`src/rtl/core/assert_macros.svh`:
```
// assertion helpers shared by the rtl
`ifndef ASSERT_MACROS_SVH
`define ASSERT_MACROS_SVH

// same-cycle implication
`define ASSERT_IMPLIES(label, clk, rst_n, ante, cons) \
    label: assert property (@(posedge clk) disable iff (!rst_n) (ante) |-> (cons)) \
        else $error("assertion failed");

// next-cycle implication
`define ASSERT_NEXT(label, clk, rst_n, ante, cons) \
    label: assert property (@(posedge clk) disable iff (!rst_n) (ante) |=> (cons)) \
        else $error("assertion failed");

`endif

```
`src/rtl/core/pidaw_pkg.sv`:
```
`default_nettype none

package pidaw_pkg;

    localparam int DATA_W      = 32;
    localparam int DT_W        = 16;
    localparam int FUNC_W      = 2;
    localparam int INTEG_W     = 40;
    localparam int RAW_W       = 42;
    localparam int OPND_W      = 33;
    localparam int PROD_W      = 66;
    localparam int ACC_W       = 76;
    localparam int DIV_NUM_W   = 33;
    localparam int DIV_Q_W     = 49;
    localparam int DIV_STEPS   = 49;
    localparam int CFG_IDX_W   = 3;
    localparam int IN_TDATA_W  = 112;
    localparam int OUT_TDATA_W = 120;

    localparam logic [FUNC_W-1:0] FUNC_NUMERIC  = 2'd0;
    localparam logic [FUNC_W-1:0] FUNC_SUPPLIED = 2'd1;
    localparam logic [FUNC_W-1:0] FUNC_CLEAR    = 2'd2;

    localparam logic [CFG_IDX_W-1:0] CFG_PROP_GAIN  = 3'd0;
    localparam logic [CFG_IDX_W-1:0] CFG_INTEG_GAIN = 3'd1;
    localparam logic [CFG_IDX_W-1:0] CFG_DERIV_GAIN = 3'd2;
    localparam logic [CFG_IDX_W-1:0] CFG_FF_GAIN    = 3'd3;
    localparam logic [CFG_IDX_W-1:0] CFG_OUT_MIN    = 3'd4;
    localparam logic [CFG_IDX_W-1:0] CFG_OUT_MAX    = 3'd5;

    // saturate an accumulator value to the integral width
    function automatic logic signed [INTEG_W-1:0] sat_integ(input logic signed [ACC_W-1:0] v);
        logic signed [INTEG_W-1:0] r;
        if (v[ACC_W-1:INTEG_W-1] == {(ACC_W-INTEG_W+1){v[ACC_W-1]}})
            r = v[INTEG_W-1:0];
        else if (v[ACC_W-1])
            r = {1'b1, {(INTEG_W-1){1'b0}}};
        else
            r = {1'b0, {(INTEG_W-1){1'b1}}};
        return r;
    endfunction

    // saturate an accumulator value to the raw sum width
    function automatic logic signed [RAW_W-1:0] sat_raw(input logic signed [ACC_W-1:0] v);
        logic signed [RAW_W-1:0] r;
        if (v[ACC_W-1:RAW_W-1] == {(ACC_W-RAW_W+1){v[ACC_W-1]}})
            r = v[RAW_W-1:0];
        else if (v[ACC_W-1])
            r = {1'b1, {(RAW_W-1){1'b0}}};
        else
            r = {1'b0, {(RAW_W-1){1'b1}}};
        return r;
    endfunction

endpackage

`default_nettype wire

```
`src/rtl/core/pid_antiwindup_controller.sv`:
```
// Fixed-point PID controller with feed-forward, output clamp and anti-windup. One item is
// taken at a time: s_tready is high only while the sequencer is idle, and a finished result
// waits in the output register while the next item is already taken. All products go through
// one shared 33x33 multiplier and one 76-bit adder, one step per cycle unless waiting on the
// divider or the output. When the clamp acts the integral is discharged by a split multiply;
// a clear or an unused selector goes straight to the output step. A numeric derivative with a
// nonzero step time runs a bit-serial divider of 49 steps plus a saturation step in parallel
// with the first products, and the derivative term waits for it. The user must write gains and
// limits over the cfg port only while no item is in flight; the block does not enforce this.
`default_nettype none
`include "assert_macros.svh"

module pid_antiwindup_controller (
    input  wire logic                                   clk,
    input  wire logic                                   rst_n,
    input  wire logic                                   s_tvalid,
    output logic                                        s_tready,
    // err, err_rate, ff_ref, step_time
    input  wire logic [pidaw_pkg::IN_TDATA_W-1:0]       s_tdata,
    // func
    input  wire logic [pidaw_pkg::FUNC_W-1:0]           s_tuser,
    output logic                                        m_tvalid,
    input  wire logic                                   m_tready,
    // drive, drive_raw, clamped, integ_value, zero_step, zero fill
    output logic [pidaw_pkg::OUT_TDATA_W-1:0]           m_tdata,
    input  wire logic                                   cfg_wr_en,
    input  wire logic [pidaw_pkg::CFG_IDX_W-1:0]        cfg_index,
    input  wire logic [pidaw_pkg::DATA_W-1:0]           cfg_data
);

    localparam logic [3:0] ST_IDLE   = 4'd0;
    localparam logic [3:0] ST_M_EDT  = 4'd1;
    localparam logic [3:0] ST_M_KIX  = 4'd2;
    localparam logic [3:0] ST_A_INT  = 4'd3;
    localparam logic [3:0] ST_A_P    = 4'd4;
    localparam logic [3:0] ST_A_FF   = 4'd5;
    localparam logic [3:0] ST_WAIT_D = 4'd6;
    localparam logic [3:0] ST_A_D    = 4'd7;
    localparam logic [3:0] ST_RAW    = 4'd8;
    localparam logic [3:0] ST_CLAMP  = 4'd9;
    localparam logic [3:0] ST_DIFF   = 4'd10;
    localparam logic [3:0] ST_M_LO   = 4'd11;
    localparam logic [3:0] ST_M_HI   = 4'd12;
    localparam logic [3:0] ST_A_HI   = 4'd13;
    localparam logic [3:0] ST_A_AW   = 4'd14;
    localparam logic [3:0] ST_FIN    = 4'd15;

    localparam int DW = pidaw_pkg::DATA_W;
    localparam int IW = pidaw_pkg::INTEG_W;
    localparam int RW = pidaw_pkg::RAW_W;
    localparam int AW = pidaw_pkg::ACC_W;
    localparam int PW = pidaw_pkg::PROD_W;
    localparam int OW = pidaw_pkg::OPND_W;

    logic [3:0]                  state_reg, state_next;
    logic                        m_tvalid_reg, m_tvalid_next;
    logic [pidaw_pkg::OUT_TDATA_W-1:0] m_tdata_reg, m_tdata_next;

    logic signed [DW-1:0]        prop_gain_reg, integ_gain_reg, deriv_gain_reg, ff_gain_reg;
    logic signed [DW-1:0]        out_min_reg, out_max_reg;
    logic signed [DW-1:0]        last_error_reg, last_error_next;
    logic signed [IW-1:0]        integral_reg, integral_next;

    logic [pidaw_pkg::FUNC_W-1:0] func_reg, func_next;
    logic signed [DW-1:0]        err_reg, err_next;
    logic signed [DW-1:0]        rate_reg, rate_next;
    logic signed [DW-1:0]        ffr_reg, ffr_next;
    logic [pidaw_pkg::DT_W-1:0]  dt_reg, dt_next;
    logic                        zstep_reg, zstep_next;
    logic                        null_reg, null_next;
    logic signed [RW-1:0]        raw_reg, raw_next;
    logic signed [DW-1:0]        drive_reg, drive_next;
    logic                        clamp_reg, clamp_next;
    logic signed [AW-1:0]        acc_reg, acc_next;
    logic signed [PW-1:0]        prod_reg, prod_next;

    logic signed [OW-1:0]        mul_a, mul_b;
    logic signed [AW-1:0]        add_x, add_y, sum;
    logic                        add_cin;
    logic signed [AW-1:0]        term;
    logic signed [DW-1:0]        deriv;
    logic signed [RW-1:0]        max_ext, min_ext, dsel;

    logic                        in_xfer;
    logic                        out_free;
    logic                        div_start;
    logic                        div_busy;
    logic signed [pidaw_pkg::DIV_NUM_W-1:0] div_num;
    logic signed [DW-1:0]        div_quo;
    logic                        out_at_limit;

    logic [pidaw_pkg::FUNC_W-1:0] in_func;
    logic signed [DW-1:0]        in_err, in_rate, in_ffr;
    logic [pidaw_pkg::DT_W-1:0]  in_dt;

    assign in_func = s_tuser;
    assign in_err  = s_tdata[31:0];
    assign in_rate = s_tdata[63:32];
    assign in_ffr  = s_tdata[95:64];
    assign in_dt   = s_tdata[111:96];

    assign s_tready = (state_reg == ST_IDLE);
    assign m_tvalid = m_tvalid_reg;
    assign m_tdata  = m_tdata_reg;
    assign in_xfer  = s_tvalid && s_tready;
    assign out_free = !m_tvalid_reg || m_tready;

    assign div_num   = {in_err[DW-1], in_err} - {last_error_reg[DW-1], last_error_reg};
    assign div_start = in_xfer && (in_func == pidaw_pkg::FUNC_NUMERIC) && (in_dt != '0);

    pidaw_div u_div (
        .clk   (clk),
        .rst_n (rst_n),
        .start (div_start),
        .num   (div_num),
        .den   (in_dt),
        .busy  (div_busy),
        .quo   (div_quo)
    );

    // shared multiplier and adder
    assign prod_next = mul_a * mul_b;
    assign sum       = add_x + add_y + {{(AW-1){1'b0}}, add_cin};
    assign term      = {{(AW-48){prod_reg[63]}}, prod_reg[63:16]};
    assign max_ext   = {{(RW-DW){out_max_reg[DW-1]}}, out_max_reg};
    assign min_ext   = {{(RW-DW){out_min_reg[DW-1]}}, out_min_reg};

    always_comb
    begin
        if (func_reg == pidaw_pkg::FUNC_SUPPLIED)
            deriv = rate_reg;
        else if (zstep_reg)
            deriv = '0;
        else
            deriv = div_quo;
    end

    always_comb
    begin
        dsel = (raw_reg < max_ext) ? raw_reg : max_ext;
        if (dsel < min_ext)
            dsel = min_ext;
    end

    always_comb
    begin
        state_next      = state_reg;
        m_tvalid_next   = m_tvalid_reg;
        m_tdata_next    = m_tdata_reg;
        last_error_next = last_error_reg;
        integral_next   = integral_reg;
        func_next       = func_reg;
        err_next        = err_reg;
        rate_next       = rate_reg;
        ffr_next        = ffr_reg;
        dt_next         = dt_reg;
        zstep_next      = zstep_reg;
        null_next       = null_reg;
        raw_next        = raw_reg;
        drive_next      = drive_reg;
        clamp_next      = clamp_reg;
        acc_next        = acc_reg;
        mul_a           = '0;
        mul_b           = '0;
        add_x           = '0;
        add_y           = '0;
        add_cin         = 1'b0;

        if (m_tready)
            m_tvalid_next = 1'b0;

        unique case (state_reg)
            ST_IDLE:
            begin
                if (in_xfer)
                begin
                    func_next  = in_func;
                    err_next   = in_err;
                    rate_next  = in_rate;
                    ffr_next   = in_ffr;
                    dt_next    = in_dt;
                    zstep_next = (in_func == pidaw_pkg::FUNC_NUMERIC) && (in_dt == '0);
                    null_next  = (in_func != pidaw_pkg::FUNC_NUMERIC) &&
                                 (in_func != pidaw_pkg::FUNC_SUPPLIED);
                    if (in_func == pidaw_pkg::FUNC_CLEAR)
                    begin
                        last_error_next = '0;
                        integral_next   = '0;
                    end
                    if ((in_func == pidaw_pkg::FUNC_NUMERIC) ||
                        (in_func == pidaw_pkg::FUNC_SUPPLIED))
                        state_next = ST_M_EDT;
                    else
                        state_next = ST_FIN;
                end
            end
            ST_M_EDT:
            begin
                mul_a      = {err_reg[DW-1], err_reg};
                mul_b      = {{(OW-pidaw_pkg::DT_W){1'b0}}, dt_reg};
                state_next = ST_M_KIX;
            end
            ST_M_KIX:
            begin
                mul_a      = {integ_gain_reg[DW-1], integ_gain_reg};
                mul_b      = {prod_reg[47], prod_reg[47:16]};
                state_next = ST_A_INT;
            end
            ST_A_INT:
            begin
                mul_a         = {prop_gain_reg[DW-1], prop_gain_reg};
                mul_b         = {err_reg[DW-1], err_reg};
                add_x         = {{(AW-IW){integral_reg[IW-1]}}, integral_reg};
                add_y         = term;
                integral_next = pidaw_pkg::sat_integ(sum);
                state_next    = ST_A_P;
            end
            ST_A_P:
            begin
                mul_a      = {ff_gain_reg[DW-1], ff_gain_reg};
                mul_b      = {ffr_reg[DW-1], ffr_reg};
                add_x      = {{(AW-IW){integral_reg[IW-1]}}, integral_reg};
                add_y      = term;
                acc_next   = sum;
                state_next = ST_A_FF;
            end
            ST_A_FF:
            begin
                add_x      = acc_reg;
                add_y      = term;
                acc_next   = sum;
                state_next = ST_WAIT_D;
            end
            ST_WAIT_D:
            begin
                mul_a = {deriv_gain_reg[DW-1], deriv_gain_reg};
                mul_b = {deriv[DW-1], deriv};
                if (!div_busy)
                    state_next = ST_A_D;
            end
            ST_A_D:
            begin
                add_x      = acc_reg;
                add_y      = term;
                acc_next   = sum;
                state_next = ST_RAW;
            end
            ST_RAW:
            begin
                raw_next   = pidaw_pkg::sat_raw(acc_reg);
                state_next = ST_CLAMP;
            end
            ST_CLAMP:
            begin
                drive_next = dsel[DW-1:0];
                clamp_next = (raw_reg > max_ext) || (raw_reg < min_ext);
                state_next = ST_DIFF;
            end
            ST_DIFF:
            begin
                // drive minus raw, kept in the accumulator for the split multiply
                add_x    = {{(AW-DW){drive_reg[DW-1]}}, drive_reg};
                add_y    = ~{{(AW-RW){raw_reg[RW-1]}}, raw_reg};
                add_cin  = 1'b1;
                acc_next = sum;
                if (clamp_reg)
                    state_next = ST_M_LO;
                else
                    state_next = ST_FIN;
            end
            ST_M_LO:
            begin
                mul_a      = {integ_gain_reg[DW-1], integ_gain_reg};
                mul_b      = {1'b0, acc_reg[31:0]};
                state_next = ST_M_HI;
            end
            ST_M_HI:
            begin
                mul_a      = {integ_gain_reg[DW-1], integ_gain_reg};
                mul_b      = {{(OW-11){acc_reg[42]}}, acc_reg[42:32]};
                add_x      = {{(AW-PW){prod_reg[PW-1]}}, prod_reg};
                acc_next   = sum;
                state_next = ST_A_HI;
            end
            ST_A_HI:
            begin
                add_x      = acc_reg;
                add_y      = {prod_reg[AW-33:0], 32'b0};
                acc_next   = sum;
                state_next = ST_A_AW;
            end
            ST_A_AW:
            begin
                add_x         = {{(AW-IW){integral_reg[IW-1]}}, integral_reg};
                add_y         = {{16{acc_reg[AW-1]}}, acc_reg[AW-1:16]};
                integral_next = pidaw_pkg::sat_integ(sum);
                state_next    = ST_FIN;
            end
            ST_FIN:
            begin
                if (out_free)
                begin
                    m_tvalid_next = 1'b1;
                    if (null_reg)
                        m_tdata_next = '0;
                    else
                    begin
                        m_tdata_next    = {4'b0, zstep_reg, integral_reg, clamp_reg,
                                           raw_reg, drive_reg};
                        last_error_next = err_reg;
                    end
                    state_next = ST_IDLE;
                end
            end
        endcase
    end

    always_ff @(posedge clk or negedge rst_n)
    begin
        if (!rst_n)
        begin
            state_reg      <= ST_IDLE;
            m_tvalid_reg   <= 1'b0;
            last_error_reg <= '0;
            integral_reg   <= '0;
            prop_gain_reg  <= '0;
            integ_gain_reg <= '0;
            deriv_gain_reg <= '0;
            ff_gain_reg    <= '0;
            out_min_reg    <= {1'b1, {(DW-1){1'b0}}};
            out_max_reg    <= {1'b0, {(DW-1){1'b1}}};
        end
        else
        begin
            state_reg      <= state_next;
            m_tvalid_reg   <= m_tvalid_next;
            last_error_reg <= last_error_next;
            integral_reg   <= integral_next;
            if (cfg_wr_en)
            begin
                unique case (cfg_index)
                    pidaw_pkg::CFG_PROP_GAIN:  prop_gain_reg  <= cfg_data;
                    pidaw_pkg::CFG_INTEG_GAIN: integ_gain_reg <= cfg_data;
                    pidaw_pkg::CFG_DERIV_GAIN: deriv_gain_reg <= cfg_data;
                    pidaw_pkg::CFG_FF_GAIN:    ff_gain_reg    <= cfg_data;
                    pidaw_pkg::CFG_OUT_MIN:    out_min_reg    <= cfg_data;
                    pidaw_pkg::CFG_OUT_MAX:    out_max_reg    <= cfg_data;
                    default:
                    begin
                    end
                endcase
            end
        end
    end

    always_ff @(posedge clk)
    begin
        m_tdata_reg <= m_tdata_next;
        func_reg    <= func_next;
        err_reg     <= err_next;
        rate_reg    <= rate_next;
        ffr_reg     <= ffr_next;
        dt_reg      <= dt_next;
        zstep_reg   <= zstep_next;
        null_reg    <= null_next;
        raw_reg     <= raw_next;
        drive_reg   <= drive_next;
        clamp_reg   <= clamp_next;
        acc_reg     <= acc_next;
        prod_reg    <= prod_next;
    end

    assign out_at_limit = (m_tdata[31:0] == out_min_reg) || (m_tdata[31:0] == out_max_reg);

    `ASSERT_NEXT(a_busy_after_accept, clk, rst_n, s_tvalid && s_tready, !s_tready)
    `ASSERT_IMPLIES(a_deriv_settled, clk, rst_n, state_reg == ST_A_D, !div_busy)
    `ASSERT_IMPLIES(a_clamp_at_limit, clk, rst_n, m_tvalid && m_tdata[74], out_at_limit)

endmodule

`default_nettype wire

```
`src/rtl/core/pidaw_div.sv`:
```
`default_nettype none

module pidaw_div (
    input  wire logic                                    clk,
    input  wire logic                                    rst_n,
    input  wire logic                                    start,
    input  wire logic signed [pidaw_pkg::DIV_NUM_W-1:0]  num,
    input  wire logic        [pidaw_pkg::DT_W-1:0]       den,
    output logic                                         busy,
    output logic signed      [pidaw_pkg::DATA_W-1:0]     quo
);

    localparam logic [1:0] D_IDLE = 2'd0;
    localparam logic [1:0] D_RUN  = 2'd1;
    localparam logic [1:0] D_SAT  = 2'd2;
    localparam int CNT_W = $clog2(pidaw_pkg::DIV_STEPS);
    localparam logic [CNT_W-1:0] CNT_LAST = CNT_W'(pidaw_pkg::DIV_STEPS - 1);

    logic [1:0]                          state_reg, state_next;
    logic [CNT_W-1:0]                    cnt_reg, cnt_next;
    logic                                neg_reg, neg_next;
    logic [pidaw_pkg::DT_W-1:0]          rem_reg, rem_next;
    logic [pidaw_pkg::DT_W-1:0]          den_reg, den_next;
    logic [pidaw_pkg::DIV_Q_W-1:0]       dq_reg, dq_next;
    logic signed [pidaw_pkg::DATA_W-1:0] quo_reg, quo_next;

    logic [pidaw_pkg::DIV_NUM_W-1:0]     mag;
    logic [pidaw_pkg::DT_W:0]            shifted;
    logic [pidaw_pkg::DT_W:0]            trial;
    logic                                ge;
    logic                                big_pos;
    logic                                big_neg;

    assign busy = (state_reg != D_IDLE);
    assign quo  = quo_reg;

    always_comb
    begin
        mag     = num[pidaw_pkg::DIV_NUM_W-1] ? (~num + 1'b1) : num;
        shifted = {rem_reg, dq_reg[pidaw_pkg::DIV_Q_W-1]};
        ge      = (shifted >= {1'b0, den_reg});
        trial   = shifted - {1'b0, den_reg};
        // quotient beyond the signed 32-bit range
        big_pos = |dq_reg[pidaw_pkg::DIV_Q_W-1:31];
        big_neg = (|dq_reg[pidaw_pkg::DIV_Q_W-1:32]) || (dq_reg[31] && (|dq_reg[30:0]));

        state_next = state_reg;
        cnt_next   = cnt_reg;
        neg_next   = neg_reg;
        rem_next   = rem_reg;
        den_next   = den_reg;
        dq_next    = dq_reg;
        quo_next   = quo_reg;

        unique case (state_reg)
            D_IDLE:
            begin
                if (start)
                begin
                    neg_next   = num[pidaw_pkg::DIV_NUM_W-1];
                    dq_next    = {mag, {pidaw_pkg::DT_W{1'b0}}};
                    rem_next   = '0;
                    den_next   = den;
                    cnt_next   = '0;
                    state_next = D_RUN;
                end
            end
            D_RUN:
            begin
                rem_next = ge ? trial[pidaw_pkg::DT_W-1:0] : shifted[pidaw_pkg::DT_W-1:0];
                dq_next  = {dq_reg[pidaw_pkg::DIV_Q_W-2:0], ge};
                cnt_next = cnt_reg + 1'b1;
                if (cnt_reg == CNT_LAST)
                    state_next = D_SAT;
            end
            D_SAT:
            begin
                if (neg_reg)
                    quo_next = big_neg ? {1'b1, 31'b0} : -$signed(dq_reg[31:0]);
                else
                    quo_next = big_pos ? {1'b0, {31{1'b1}}} : $signed(dq_reg[31:0]);
                state_next = D_IDLE;
            end
            default:
            begin
                state_next = D_IDLE;
            end
        endcase
    end

    always_ff @(posedge clk or negedge rst_n)
    begin
        if (!rst_n)
        begin
            state_reg <= D_IDLE;
            cnt_reg   <= '0;
        end
        else
        begin
            state_reg <= state_next;
            cnt_reg   <= cnt_next;
        end
    end

    always_ff @(posedge clk)
    begin
        neg_reg <= neg_next;
        rem_reg <= rem_next;
        den_reg <= den_next;
        dq_reg  <= dq_next;
        quo_reg <= quo_next;
    end

endmodule

`default_nettype wire

```
`config.mk`:
```
export PLATFORM = sky130hd
export DESIGN_NAME = pid_antiwindup_controller
export DESIGN_NICKNAME = d
export VERILOG_FILES = /design/src/rtl/core/pidaw_pkg.sv /design/src/rtl/core/pid_antiwindup_controller.sv /design/src/rtl/core/pidaw_div.sv
export VERILOG_INCLUDE_DIRS = /design/src /design/src/rtl/core
export SDC_FILE = /design/constraint.sdc
export NUM_CORES = 2
export LEC_CHECK = 0
export BUFFER_PORTS_ARGS = -buffer_cell sky130_fd_sc_hd__clkbuf_2
export CAP_MARGIN = 30
export CORE_UTILIZATION = 55
export CTS_CLUSTER_SIZE = 30
export DETAILED_ROUTE_END_ITERATION = 8
export PLACE_DENSITY_LB_ADDON = 0.12
export SLEW_MARGIN = 10
export SYNTH_ARGS = -nofsm -noshare
export SYNTH_HDL_FRONTEND = slang
export SYNTH_SLANG_ARGS = --single-unit
```
`constraint.sdc`:
```
create_clock -name clk -period 23.4 [get_ports clk]
set_input_delay 3.51 -clock clk [delete_from_list [all_inputs] [get_ports clk]]
set_output_delay 3.51 -clock clk [all_outputs]
set_load 0.01 [all_outputs]
```
# After elaboration in Yosys (flattened, before gate mapping)
# Index checks and enable logic that the tools add are counted.
totals:
  register_bits: 844
  latch_bits: 0
  ram_bits: 0
  romBits: 0
  output_inout_bits: 122
  word_cells: 171
  mem_count: 0
classes:
  addsub: 7
  mul: 1
  n_div: 0
  n_lt_le_gt_ge: 5
  n_eq_ne: 36
  shifts: 0
  muxes: 44
  bitwise_logic: 2
  reduce_logical: 45
ops:
  columns: ["op", "n"]
  rows:
  - ["case mux 76 bit (4 select lines)", 2]
  - ["two-way mux 32 bit", 10]
  - ["case mux 33 bit (7 select lines)", 1]
  - ["case mux 33 bit (5 select lines)", 1]
  - ["two-way mux 40 bit", 4]
  - ["< comparator 42 x 32 -> 1 bit", 3]
  - ["two-way mux 42 bit", 3]
  - ["case mux 49 bit (2 select lines)", 1]
  - ["case mux 40 bit (2 select lines)", 1]
  - ["adder 76 x 1 -> 76 bit", 1]
  - ["adder 76 bit", 1]
  - ["inverter 76 bit", 1]
  - ["multiplier 33 x 33 -> 66 bit", 1]
  - ["case mux 32 bit (2 select lines)", 1]
  - ["case mux 4 bit (16 select lines)", 1]
  - ["two-way mux 49 bit", 1]
  - ["> comparator 42 x 32 -> 1 bit", 1]
  - ["equality test 36 bit", 1]
  - ["equality test 34 bit", 1]
  - ["adder 33 x 1 -> 33 bit (second input constant)", 1]
  - ["two-way mux 33 bit", 1]
  - ["inverter 33 bit", 1]
  - ["subtractor 32 x 32 -> 33 bit", 1]
  - ["equality test 4 bit (second input constant)", 8]
  - ["other kinds (43)", 92]

# Depth between registers and ports, before layout
logic_depth:
  ltp_word: 8
  ltp_mapped: 41
  depth_no_buf: 36

# Cells and area by module
# A second synthesis with hierarchy kept.
hier_totals:
  cells_unflattened: 8576
  hier_area_um2: 83682.8
by_module_without_submodules:
  columns: ["mod", "instances", "cells_each", "area_per_inst_um2", "seq_area_each_um2"]
  rows:
  - ["pid_antiwindup_controller", 1, 7883, 76565.9, 19593.8]
  - ["pidaw_div", 1, 693, 7116.8, 3623.5]

# Least setup slack after synthesis
# No wires, ideal clock.
synth_path:
  path_kind: "reg-to-reg"
  from: "register state_reg[2]"
  to: "register prod_reg[64]"
  setup_time_ns: 0.072
  arrival_time_ns: 10.183
  slack_ns: 13.145
  stages_incl_launch_ff: 33
  n_path_buf: 7
  synth_period_minus_slack_ns: 10.255
  path_cell_list: "dfrtp_1 > clkbuf_1 > nor4b_1 > clkbuf_1 > clkbuf_1 > buf_1 > clkbuf_1 > a22oi_1 > nand3_1 > clkbuf_1 > nand2_1 > fa_1 > inv_1 > fa_1 > fa_1 > fa_1 > fa_1 > fa_1 > fa_1 > inv_1 > fa_1 > inv_1 > ha_1 > clkbuf_1 > a21o_1 > a21o_1 > a211oi_1 > o41a_1 > o22ai_1 > a221oi_1 > o21ai_0 > a21oi_1 > xnor2_1"
synth_between:
  elab_chain_cells: 4
  word_cells_on_any_way: 11
  cone_classes: "mul (1); eq/ne (7); mux (2); reduce/logical (1)"
synth_lines:
  columns: ["element", "line", "text"]
  rows:
  - ["start: declaration", "pid_antiwindup_controller.sv:55", "logic [3:0] state_reg, state_next;"]
  - ["start signal: assignment", "pid_antiwindup_controller.sv:335", "state_reg <= state_next;"]
  - ["equality test 4 bit / equality test 4 x 2 -> 1 bit (equally long branches)", "pid_antiwindup_controller.sv:172", "unique case (state_reg)"]
  - ["OR reduction 3 bit (no line)", null, null]
  - ["case mux 33 bit (5 select lines)", "pid_antiwindup_controller.sv:172", null]
  - ["multiplier 33 x 33 -> 66 bit *", "pid_antiwindup_controller.sv:122", "assign prod_next = mul_a * mul_b;"]
  - ["named net prod_next[64]", "pid_antiwindup_controller.sv:75", "logic signed [PW-1:0] prod_reg, prod_next;"]
  - ["end signal: assignment", "pid_antiwindup_controller.sv:370", "prod_reg <= prod_next;"]
  - ["end: declaration", "pid_antiwindup_controller.sv:75", null]
# The timed path passes the listed nets; every way through them passes the cells marked *.
# A chain may end at the register's enable or synchronous reset.

# Worst setup path in the final report
layout_path:
  from: "register state_reg[0]"
  to: "register prod_reg[64]"
# Same word-level chain as after synthesis.

==> qor.tcl <==
set qor(status) {complete, no violations}
set qor(cts_buffers) 90
set qor(drt_first_pass_iters) 9
set qor(clk_pin_slew_ns) 0.06
set qor(antenna_found_initial) 30
set qor(post_cts_resize_count) 0
set qor(synth_seq_cells) 840
set qor(grt_max_degree) 92
set qor(finalMaxSlewViolations) 0
set qor(top_level_ports) 276
set qor(worst-endpoint-required_ns) 23.99
set qor(cts.sink_count) 840
set qor(crit_arrival_ns) 12.90
set qor(critPathMostFrequentCell) {sky130_fd_sc_hd__fa_1}
set qor(initial_utilization_pct) 55.64
set qor(headroom_to_the_max_slew_limit_pct) 29.03
set qor(cp_max_fo) 64
set qor(worst_slew_pin_slew_ns) 1.065
set qor(synth_top_cell_by_area) {sky130_fd_sc_hd__fa_1}
set qor(criticalPathCategory) {flip-flop to flip-flop}
set qor(areaGrowthSynthToFinish_pct) 8.654
set qor(crit_slowest_cell) {sky130_fd_sc_hd__a21oi_4}
set qor(post_drt_via_cell_ratio) 6.256
set qor(synth_area_per_cell_um2) 9.605
set qor(gp_congestion) 1.018
set qor(clk-insertion-delay-late_ns) 0.73
set qor(first_global_vias) 67520
set qor(setup.worst_path.end_class) {flip-flop}
set qor(place.port_buffers) 271
set qor(layout_min_cycle_time_ns) 12.30
set qor(crit_path_start_kind) {flip-flop}
set qor(chipHeight_um) 392.2
set qor(htreeDepth) 3
set qor(setup_viol_count_final) 0
set qor(hpwl_mm) 249.3
set qor(fmax_mhz) 81.29
set qor(synth.yosys.warnings) 0
set qor(core_area_um2) 150500
set qor(ff_latch_area_um2) 23220
set qor(cp_slowest_stage_delay_ns) 0.99
set qor(grt_first_pass_wirelength_mm) 459.4
set qor(final_cell_mix) {1364 x sky130_fd_sc_hd__inv_1, 1200 x sky130_fd_sc_hd__nand2_1, 1126 x sky130_fd_sc_hd__fa_1}
set qor(netlist_area_um2) 83730
set qor(clock-root-buffer) {sky130_fd_sc_hd__clkbuf_16}
set qor(grt_use_total_pct) 41.87
set qor(synth_edf_count) 497
set qor(grtUsageMet1_pct) 55.12
set qor(ys_async_sr_fraction_pct) 32.98
set qor(cts_max_path_buffers) 3
set qor(global_route.usage.met3_pct) 14.15
set qor(fp.dieArea_um2) 153800
set qor(flip_flop_count_of_the_largest_register_all_copies_and_words_added) 116
set qor(routed_wl_mm) 319.0
set qor(design.final.nets) 10540
set qor(routed_wirelength_normalized_by_instance_count_um) 29.28
set qor(setup-tns-final_ns) 0
set qor(site_rows) 142
set qor(global_route.peak_usage_layer) {met2}
set qor(initial_drt_markers) 8108
set qor(overflow_left_after_global_routing) 0
set qor(detailroute.via_count) 68180
set qor(min_period_over_period_pct) 52.57
set qor(globalRouteMet2Util_pct) 61.51
set qor(layout_cells_sized_above_1_pct) 10.15
set qor(most_common_cell_after_layout_fill_and_taps_aside) {sky130_fd_sc_hd__inv_1}
set qor(area_of_the_multi_input_gates_um2) 53910
set qor(synthDominantCellAreaShare_pct) 26.92
set qor(timing_hold_violations_final) 0
set qor(die_width_um) 392.2
set qor(clock_tree_from_tritoncts) {built}
set qor(yosysSeqAreaShare_pct) 27.73
set qor(synth_cell_type_count) 86
set qor(clock-skew-final_ns) 0.05790
set qor(synth_flop_cell) {sky130_fd_sc_hd__edfxtp_1}
set qor(cts-hold-fix-buffers) 0
set qor(layout.filler_cells) 13090
set qor(post_route_antenna_net_violation_count) 0
set qor(syn_inst) 8717
set qor(worst_hold_path_type) {flip-flop to flip-flop}
set qor(cts_setup_buffers) 0
set qor(rsz0062_at_grt) {false}
set qor(max_cap_violations) 0
set qor(synth.area.top_cells) {sky130_fd_sc_hd__fa_1 27%, sky130_fd_sc_hd__edfxtp_1 18%, sky130_fd_sc_hd__dfrtp_1 7.3%}
set qor(drc_errors) 0
Yosys cell counts, types with 23 or more instances:
library cell and n:
sky130_fd_sc_hd__inv_1 1364, sky130_fd_sc_hd__nand2_1 1201, sky130_fd_sc_hd__fa_1 1126, sky130_fd_sc_hd__nor2_1 676
sky130_fd_sc_hd__edfxtp_1 497, sky130_fd_sc_hd__ha_1 467, sky130_fd_sc_hd__clkbuf_1 433, sky130_fd_sc_hd__o21ai_0 341
sky130_fd_sc_hd__a21oi_1 307, sky130_fd_sc_hd__dfrtp_1 245, sky130_fd_sc_hd__mux2_2 194, sky130_fd_sc_hd__nand4_1 168
sky130_fd_sc_hd__a21o_1 160, sky130_fd_sc_hd__nor2b_1 146, sky130_fd_sc_hd__nand3_1 128, sky130_fd_sc_hd__xnor2_1 105
sky130_fd_sc_hd__xor2_1 98, sky130_fd_sc_hd__a22oi_1 95, sky130_fd_sc_hd__a221o_1 88, sky130_fd_sc_hd__and2_1 68
sky130_fd_sc_hd__dfxtp_1 66, sky130_fd_sc_hd__nor3_1 55, sky130_fd_sc_hd__and4_1 47, sky130_fd_sc_hd__nand2b_1 45
sky130_fd_sc_hd__a31oi_1 43, sky130_fd_sc_hd__a222oi_1 40, sky130_fd_sc_hd__nor3b_1 37, sky130_fd_sc_hd__nor4_1 33
sky130_fd_sc_hd__dfstp_2 32, sky130_fd_sc_hd__o21bai_1 29, sky130_fd_sc_hd__buf_1 27, sky130_fd_sc_hd__a211oi_1 25
sky130_fd_sc_hd__o211ai_1 25, sky130_fd_sc_hd__o21a_1 23
worst max-delay path, delay by kind of cell, from the launching register on:
kind            cells  cell delay [ns]
flops               1             0.69
buf+inv             5             1.64
compound gates     12             4.37
xor+xnor            1             0.14
fa+ha+maj           9             4.39
simple gates        5             0.94
routing by layer:
layer  routed length (um)  share of wire (%)  up-vias
li1                     -                  -    28820
met1               120300                 38    34330
met2               137600                 43     4099
met3                41440                 13      891
met4                19500                6.1       30
met5                  192              0.060        -
area by class of cell:
cell class	count	area share, %
diodes	12	0.03301
clock buffers	114	2.696
clock inverters	56	0.9243
inverters	1367	5.646
multi-input cells	6046	59.26
flip-flops and latches	840	25.52
well taps	2016	2.773
repair buffers	446	3.150
through the flow:
| stage | cell area (um2) | util (%) | cells | setup WS, ns | hold WS (ns) |
|---|---|---|---|---|---|
| 6_report | 90970 | 60.45 | 10900 | 11.10 | 0.4881 |
| 5_1_grt | 90950 | 60.44 | 10890 | 10.76 | 0.4970 |
| 4_1_cts | 90720 | 60.29 | 10870 | 11.61 | 0.4915 |
| 3_5_place_dp | 87430 | 58.10 | 10700 | 11.62 | 0.4768 |
| 3_3_place_gp | 87310 | 58.02 | 10700 | 11.26 | 0.4634 |
| 2_1_floorplan | 83740 | - | 8720 | 13.15 | 0.4498 |
kinds of logic after synthesis:
group                      synth area share (%)
xor gates and xnor gates                  2.124
other                                  0.004479
and+or+nand+nor                           14.58
AOI/OAI and AO/OA                         10.70
adders and majority gates                 33.90
buffers and inverters                     8.273
DFF                                       27.73
muxes                                     2.681
final timing paths:
kind / slack, ns / start / end / depth (start not counted)
max reg2reg: 11.10 / state_reg[0] / prod_reg[64] / 32
min reg2reg: 0.49 / last_error_reg[18] / last_error_reg[18] / 2
min in group asynchronous: 2.63 / rst_n / u_div.cnt_reg[4] / 1
min: 0.49 / last_error_reg[18] / last_error_reg[18] / 2
max: 11.10 / state_reg[0] / prod_reg[64] / 32
max in group asynchronous: 19.06 / rst_n / state_reg[2] / 4
Power is left out: the tool's default activity adds up to more than one toggle a clock period on the data nets, which glitch-free logic cannot reach.
